### src/rtl/core/tlcd_pkg.sv
`timescale 1ns / 1ps
// ----------------------------------------------------------------------------
// tlcd_pkg
// shared constants, request codes and helpers for the text lcd write engine
// ----------------------------------------------------------------------------
package tlcd_pkg;

	localparam int unsigned CellCount = 64;
	localparam int unsigned RowCells  = 16;
	localparam int unsigned AddrW     = $clog2(CellCount);

	localparam logic [7:0] SyncCmd  = 8'hF8;
	localparam logic [7:0] SyncData = 8'hFA;
	localparam logic [7:0] HighMask = 8'hF0;
	localparam logic [7:0] Space    = 8'h20;

	// triplet index of the final triplet for char writes and row refreshes
	localparam logic [4:0] LastTripPair = 5'd2;
	localparam logic [4:0] LastTripRow  = 5'd16;

	typedef enum logic [1:0] {
		KIND_WRITE_SEND = 2'd0,
		KIND_STORE      = 2'd1,
		KIND_REFRESH    = 2'd2,
		KIND_UNUSED     = 2'd3
	} kind_t;

	function automatic logic [7:0] row_base(input logic [1:0] r);
		logic [7:0] b;
		unique case (r)
			2'd0: b = 8'h80;
			2'd1: b = 8'h90;
			2'd2: b = 8'h88;
			2'd3: b = 8'h98;
			default: b = 8'h80;
		endcase
		return b;
	endfunction

endpackage

### src/rtl/core/text_lcd_serial_write_engine_unit.sv
`timescale 1ns / 1ps
// ----------------------------------------------------------------------------
// text_lcd_serial_write_engine_unit
// 4x16 text buffer with serial byte stream generation for a text lcd
// ----------------------------------------------------------------------------
// A request is taken when the engine is not streaming. A store-only request
// produces no output. A char write streams 9 bytes and a row refresh 51
// bytes, one byte per cycle while out_ready is high; no new request is taken
// until the last byte of the current one has been generated. The text
// buffer is a 64 x 8 memory with one registered read port; cells never
// written since reset read as spaces through a per-cell valid flag, so no
// clearing pass is needed. The next cell is read while the current triplet
// is still going out, which hides the read latency.
module text_lcd_serial_write_engine_unit
	import tlcd_pkg::*;
(
	input  logic       clk,
	input  logic       arst_n,
	input  logic       in_valid,
	output logic       in_ready,
	input  logic [1:0] kind,
	input  logic [3:0] column,
	input  logic [1:0] row,
	input  logic [7:0] char_code,
	output logic       out_valid,
	input  logic       out_ready,
	output logic [7:0] tx_byte,
	output logic       last
);

	logic [7:0]       mem_q [CellCount];
	logic [CellCount-1:0] cell_valid_q;
	logic [7:0]       rd_data_q;
	logic             rd_valid_q;

	logic             busy_q;
	logic             row_mode_q;
	logic [4:0]       trip_q;
	logic [1:0]       phase_q;
	logic [7:0]       cur_byte_q;
	logic [AddrW-1:0] cell_q;

	logic             out_valid_q;
	logic [7:0]       tx_byte_q;
	logic             last_q;

	logic             accept;
	logic             advance;
	logic             do_write;
	logic [AddrW-1:0] wr_addr;
	logic [7:0]       emit_byte;
	logic             emit_last;
	logic [7:0]       cell_byte;

	assign in_ready  = ~busy_q;
	assign accept    = in_valid & in_ready;
	assign advance   = busy_q & (~out_valid_q | out_ready);
	assign wr_addr   = {row, column};
	assign do_write  = accept & ((kind == KIND_WRITE_SEND) | (kind == KIND_STORE));
	assign cell_byte = rd_valid_q ? rd_data_q : Space;

	always_comb begin
		case (phase_q)
			2'd0:    emit_byte = (trip_q == 5'd0) ? SyncCmd : SyncData;
			2'd1:    emit_byte = cur_byte_q & HighMask;
			default: emit_byte = {cur_byte_q[3:0], 4'h0};
		endcase
		emit_last = (phase_q == 2'd2) &&
			(trip_q == (row_mode_q ? LastTripRow : LastTripPair));
	end

	// text buffer memory, written on accept of a char write or store and read every cycle at cell_q
	always_ff @(posedge clk) begin
		if (do_write) begin
			mem_q[wr_addr] <= char_code;
		end
		rd_data_q <= mem_q[cell_q];
	end

	always_ff @(posedge clk or negedge arst_n) begin
		if (!arst_n) begin
			cell_valid_q <= '0;
			rd_valid_q   <= 1'b0;
		end else begin
			if (do_write) begin
				cell_valid_q[wr_addr] <= 1'b1;
			end
			rd_valid_q <= cell_valid_q[cell_q];
		end
	end

	// sequencer: triplet counter and byte phase
	always_ff @(posedge clk or negedge arst_n) begin
		if (!arst_n) begin
			busy_q     <= 1'b0;
			row_mode_q <= 1'b0;
			trip_q     <= '0;
			phase_q    <= '0;
			cur_byte_q <= '0;
			cell_q     <= '0;
		end else if (accept) begin
			trip_q  <= '0;
			phase_q <= '0;
			case (kind)
				KIND_WRITE_SEND: begin
					busy_q     <= 1'b1;
					row_mode_q <= 1'b0;
					cur_byte_q <= row_base(row) + {5'd0, column[3:1]};
					cell_q     <= {row, column[3:1], 1'b0};
				end
				KIND_REFRESH: begin
					busy_q     <= 1'b1;
					row_mode_q <= 1'b1;
					cur_byte_q <= row_base(row);
					cell_q     <= {row, 4'd0};
				end
				default: begin
					busy_q <= 1'b0;
				end
			endcase
		end else if (advance) begin
			if (phase_q == 2'd2) begin
				if (emit_last) begin
					busy_q <= 1'b0;
				end else begin
					trip_q     <= trip_q + 5'd1;
					phase_q    <= '0;
					cur_byte_q <= cell_byte;
					cell_q     <= cell_q + AddrW'(1);
				end
			end else begin
				phase_q <= phase_q + 2'd1;
			end
		end
	end

	// output register
	always_ff @(posedge clk or negedge arst_n) begin
		if (!arst_n) begin
			out_valid_q <= 1'b0;
		end else if (advance) begin
			out_valid_q <= 1'b1;
		end else if (out_ready) begin
			out_valid_q <= 1'b0;
		end
	end

	always_ff @(posedge clk) begin
		if (advance) begin
			tx_byte_q <= emit_byte;
			last_q    <= emit_last;
		end
	end

	assign out_valid = out_valid_q;
	assign tx_byte   = tx_byte_q;
	assign last      = last_q;

endmodule

### config.mk
export PLATFORM = sky130hd
export DESIGN_NAME = text_lcd_serial_write_engine_unit
export DESIGN_NICKNAME = d
export VERILOG_FILES = /design/src/rtl/core/tlcd_pkg.sv /design/src/rtl/core/text_lcd_serial_write_engine_unit.sv
export SDC_FILE = /design/constraint.sdc
export NUM_CORES = 1
export LEC_CHECK = 0
export BUFFER_PORTS_ARGS = -buffer_cell sky130_fd_sc_hd__buf_2
export CAP_MARGIN = 20
export CORE_UTILIZATION = 39
export CTS_BUF_LIST = sky130_fd_sc_hd__clkbuf_2
export DETAILED_ROUTE_END_ITERATION = 7
export HOLD_SLACK_MARGIN = 0.06
export PLACE_DENSITY = 0.63
export SKIP_LAST_GASP = 1
export SYNTH_ARGS = -nofsm -noshare
export SYNTH_HDL_FRONTEND = slang
export SYNTH_SLANG_ARGS = --single-unit
### constraint.sdc
create_clock -name clk -period 4.4 [get_ports clk]
set_input_delay 0.44 -clock clk [delete_from_list [all_inputs] [get_ports clk]]
set_output_delay 0.44 -clock clk [all_outputs]
set_load 0.01 [all_outputs]
* Word-level counts from Yosys, hierarchy flattened
Memory sizes are Yosys's and may differ from the RTL's. A register that Yosys moved wholly into a read port is not among the register bits. Cells that the tools add are included.
Storage, ports and cells: register bits 98, memory bits (writable) 512, input bits 20, word-level logic and storage cells 94, memories 1
Cells by class: $add $sub $neg 4, magnitude comparators 3, eq/ne operators 11, multiplexer cells 39, bitwise gates (word level) 8, reductions and logical operators 17
Memory list:
- mem_q | words 64, bits a word 8, rd ports 1, clocked after memory_dff 1, wr ports 1, line text_lcd_serial_write_engine_unit.sv:31 | logic [7:0] mem_q [CellCount];
Operator list (count):
- bitwise OR 64 bit | 1
- 2-to-1 mux 8 bit | 7
- case mux 8 bit (2 select lines) | 2
- case mux 8 bit (4 select lines) | 1
- 2-to-1 mux 5 bit | 5
- 2-to-1 mux 6 bit | 4
- < comparator 6 x 7 -> 1 bit (second input constant) | 2
- case mux 6 bit (2 select lines) | 1
- 2-to-1 mux 1 bit | 11
- 2-to-1 mux 2 bit | 5
- nonzero test 2 bit | 5
- adder 8 x 3 -> 8 bit | 1
- equality test 2 bit (second input constant) | 4
- adder 6 x 1 -> 6 bit (second input constant) | 1
- binary-select mux 1 bit (select 6 bit) | 1
- demux 1 bit (select 6 bit) | 1
- equality test 2 x 1 -> 1 bit (second input constant) | 3
- greater-or-equal comparator 6 x 1 -> 1 bit (second input constant) | 1
- logical NOT 2 bit | 3
- AND reduction 3 bit | 2
- adder 5 x 1 -> 5 bit (second input constant) | 1
- equality test 5 bit | 1
- logical NOT 5 bit | 1
- AND reduction 2 bit | 2
- 11 further kinds | 16

* Depth between registers and ports, before layout
depth after elaboration 7, mapped depth 9

* Worst setup path before layout
OpenSTA, ideal clock, no wires.
path kind flip-flop to flip-flop, from register busy_q, to memory mem_q[62][0], enable pin, setup time 0.373 ns, data arrival time 1.714 ns, data required time 4.027 ns, slack 2.312 ns, cell stages (with the launch flop) 6, path buffers 1, clock period less this slack 2.088 ns, cells stage by stage dfrtp_1 -> nand2b_1 -> clkbuf_1 -> nor3_1 -> nand3_1 -> nor2_1
Between the ends: longest elaborated chain between the ends 5
RTL lines:
- from (decl) | line text_lcd_serial_write_engine_unit.sv:36 | logic busy_q;
- from (signal assigned) | line text_lcd_serial_write_engine_unit.sv:95 | busy_q <= 1'b0;
- from (signal assigned) | line text_lcd_serial_write_engine_unit.sv:106 | busy_q <= 1'b1;
- from (signal assigned) | line text_lcd_serial_write_engine_unit.sv:112 | busy_q <= 1'b1;
- NOT 1 bit | line text_lcd_serial_write_engine_unit.sv:55 | assign in_ready = ~busy_q;
- bitwise AND 1 bit | line text_lcd_serial_write_engine_unit.sv:56 | assign accept = in_valid & in_ready;
- bitwise AND 1 bit | line text_lcd_serial_write_engine_unit.sv:59 | assign do_write = accept & ((kind == KIND_WRITE_SEND) | (kind == KIND_STORE));
- 2-to-1 mux 1 bit | line text_lcd_serial_write_engine_unit.sv:74 | if (do_write) begin
- 2-to-1 mux 1 bit (implied by the code) | line text_lcd_serial_write_engine_unit.sv:75 | mem_q[wr_addr] <= char_code;
- to (decl) | line text_lcd_serial_write_engine_unit.sv:31
Every way passes these cells.

* Final worst setup path
from register busy_q, to memory mem_q[22][1], enable pin
Same word-level chain as after synthesis.

==> run metrics <==
Synth Warn #=0; largest net degree at the start of global routing=65; Max-Cap Viols=0; CTS Hold Buffers Added=35; antenna violations before repair=2; WP data required=5280 ps; Root Buffer=clkbuf_2; Final Util=44.2%; Post-Syn Area=24300 um2; CP Capture Type=flip-flop; FF+latch count, synth=616; Power Dens Cells=538 nW/um2; Hold Path Class=input port to flip-flop; leak pwr=9.64 nW; syn avg cell area=18.4 um2; Die ar.=63200 um2; row count=91; ratio of final minimum period to clock period=72.2%; Buffers on Ports=28; GP Congestion=0.892; Starting Density=39.4%; Post-synth EDFFs=519; most frequent cell after synthesis=edfxtp_1; dpl hpwl=35300 um; Final Hold Vio Count=0; Setup Crit Path Kind=flip-flop to flip-flop; DRT antenna net count=0; Max VDD drop=269 uV; gr ovfl total=0; Slew @ Worst Pin=1060 ps; Top FF cell, synth=edfxtp_1; Total GRT Usage=18.8%; floorplan core area=61600 um2; min cycle time layout=3180 ps; RSZ-0062 raised after global routing=false; Initial DRC Count=1079; # setup viols final=0; chip width=251 um; Final Power=14.6 mW; CTS buffer count=151; drt pass-1 iters=8; post_cts resized=0; Cell variety after synth=57; Die Ht=251 um; post-DR wirelength/cell=23.4 um; setup_tns=0 ps; # Post-CTS Setup Buffers=0; share of layout cells above drive strength 1=31.0%; wirelength, routed=57900 um; Syn Inst Count=1319; max_slew headroom=29.2%; Clock Pin Slew Worst Setup and Hold Paths=110 ps; clock buffer depth=3; top post-synthesis cells by count=edfxtp_1, mux4_2, mux2i_1; Synth area leader=edfxtp_1; Seq/Total Area, Yosys=74.1%; crit path DAT=4050 ps; Final Slew Violations=0; fill count=5394; synth top area cells=edfxtp_1, mux4_2, dfrtp_1, mux2i_1, or2_2; Vias/cell=5.27; Synth async-reset ratio=14.4%; crit start category=flip-flop; I/O pin cnt=31; P&R area growth vs syn=12.2%; critical path peak fanout=10; first-pass GRT wire length=86000 um; clk sinks=616; vias in the first global route=13.4k; fmax=0.315 GHz; status=complete, no violations; Setup Skew=99.8 ps; DRC=0; Synth top area share=64.2%; Final nets=1526; CTS H-tree depth=4; TritonCTS clock tree=built; Worst-Skew Late Latency=1350 ps; vias post-DR=13.0k
==> layer usage <==
metal / part of all wire, % / vias up / global-route usage [%]
li1: - / 5737 / -
met1: 42 / 6657 / 24.9
met2: 47 / 527 / 29.0
met3: 7.4 / 118 / 4.99
met4: 3.3 / 0 / 8.99
met5: 0 / - / 0
==> final cells by class <==
class	instances	area [um2]	share of cell area, %
multi-input combinational	621	5790	21.3
timing repair buffer	98	866	3.18
inverter	15	56.3	0.207
clock buffer	237	1190	4.36
sequential	616	18000	66.1
clock inverter	42	272	0.998
antenna	7	17.5	0.0644
tap	837	1050	3.85
==> cells by family after synthesis <==
| group | after synthesis | share of synthesized area [%] |
|---|---|---|
| buffers and inverters | 83 | 2.06 |
| multiplexers | 210 | 13.9 |
| XOR/XNOR | 3 | 0.108 |
| other | 1 | 0.0155 |
| AND/OR/NAND/NOR | 240 | 5.01 |
| AO/OA/AOI/OAI | 163 | 4.68 |
| adder cells (fa/ha/maj) | 3 | 0.155 |
| flip-flops | 616 | 74.1 |
==> critical path: stages (launching register included) <==
cell and delay [ps]:
dfrtp_1 460, nand2b_1 340, nor3_1 430, nand3_1 560
nor2_1 920
==> state kept, by name, indices dropped and copies added, names as in the netlist <==
signal / flops
rd_valid_q: 1
tx_byte: 6
phase_q: 2
out_valid: 1
busy_q: 1
cell_valid_q: 64
last: 1
cur_byte_q: 8
mem_q: 512
rd_data_q: 8
cell_q: 6
row_mode_q: 1
trip_q: 5
==> stage by stage <==
stage	std cells	hold WS, ps	area, um2	worst slack (ps)
after floorplan	1320	144	24300	2310
after global placement	2147	444	25300	1400
after detailed placement	2147	444	25300	1300
after CTS	2461	62.2	27100	1240
after global routing	2468	123	27200	1100
final	2473	205	27200	1220
==> worst paths after layout <==
path / from / end / slack [ps] / depth (start not counted)
min in group asynchronous: arst_n / cell_valid_q[26] / 290 / 4
worst min-delay path: char_code[3] / mem_q[24][3] / 210 / 2
worst max register to register: busy_q / mem_q[22][1] / 1220 / 4
worst max-delay path: busy_q / mem_q[22][1] / 1220 / 4
max in group asynchronous: arst_n / cell_q[1] / 3640 / 4
worst min register to register: rd_data_q[0] / cur_byte_q[0] / 450 / 2
==> where the power goes <==
part	switching [mW]	internal [mW]	total, mW
combinational	2.12	1.68	3.79
clock	2.30	1.66	3.96
sequential	0.314	6.57	6.88
total	4.73	9.90	14.6
==> layout by cell type (no fill, tap or decap), types with 5 or more instances in the layout <==
cell,instances
nor2b_1,5
dfrtp_1,86
dfxtp_1,8
nor3_1,5
o221ai_1,7
a22oi_1,7
inv_1,15
a22o_1,7
nor2_1,85
edfxtp_1,519
o211ai_1,6
mux4_2,100
nand4_1,6
o22ai_1,36
o21ai_0,16
a221oi_1,11
clkinv_2,7
nand3b_1,6
buf_4,29
a21oi_1,25
a211oi_1,20
mux2_2,13
and3_1,6
clkbuf_2,237
buf_2,27
dlygate4sd3_1,35
diode_2,7
or2_2,70
nand3_1,8
a211o_1,10
nand2_1,32
clkinv_1,27
mux2i_1,97
(Power assumes the default switching activity.)
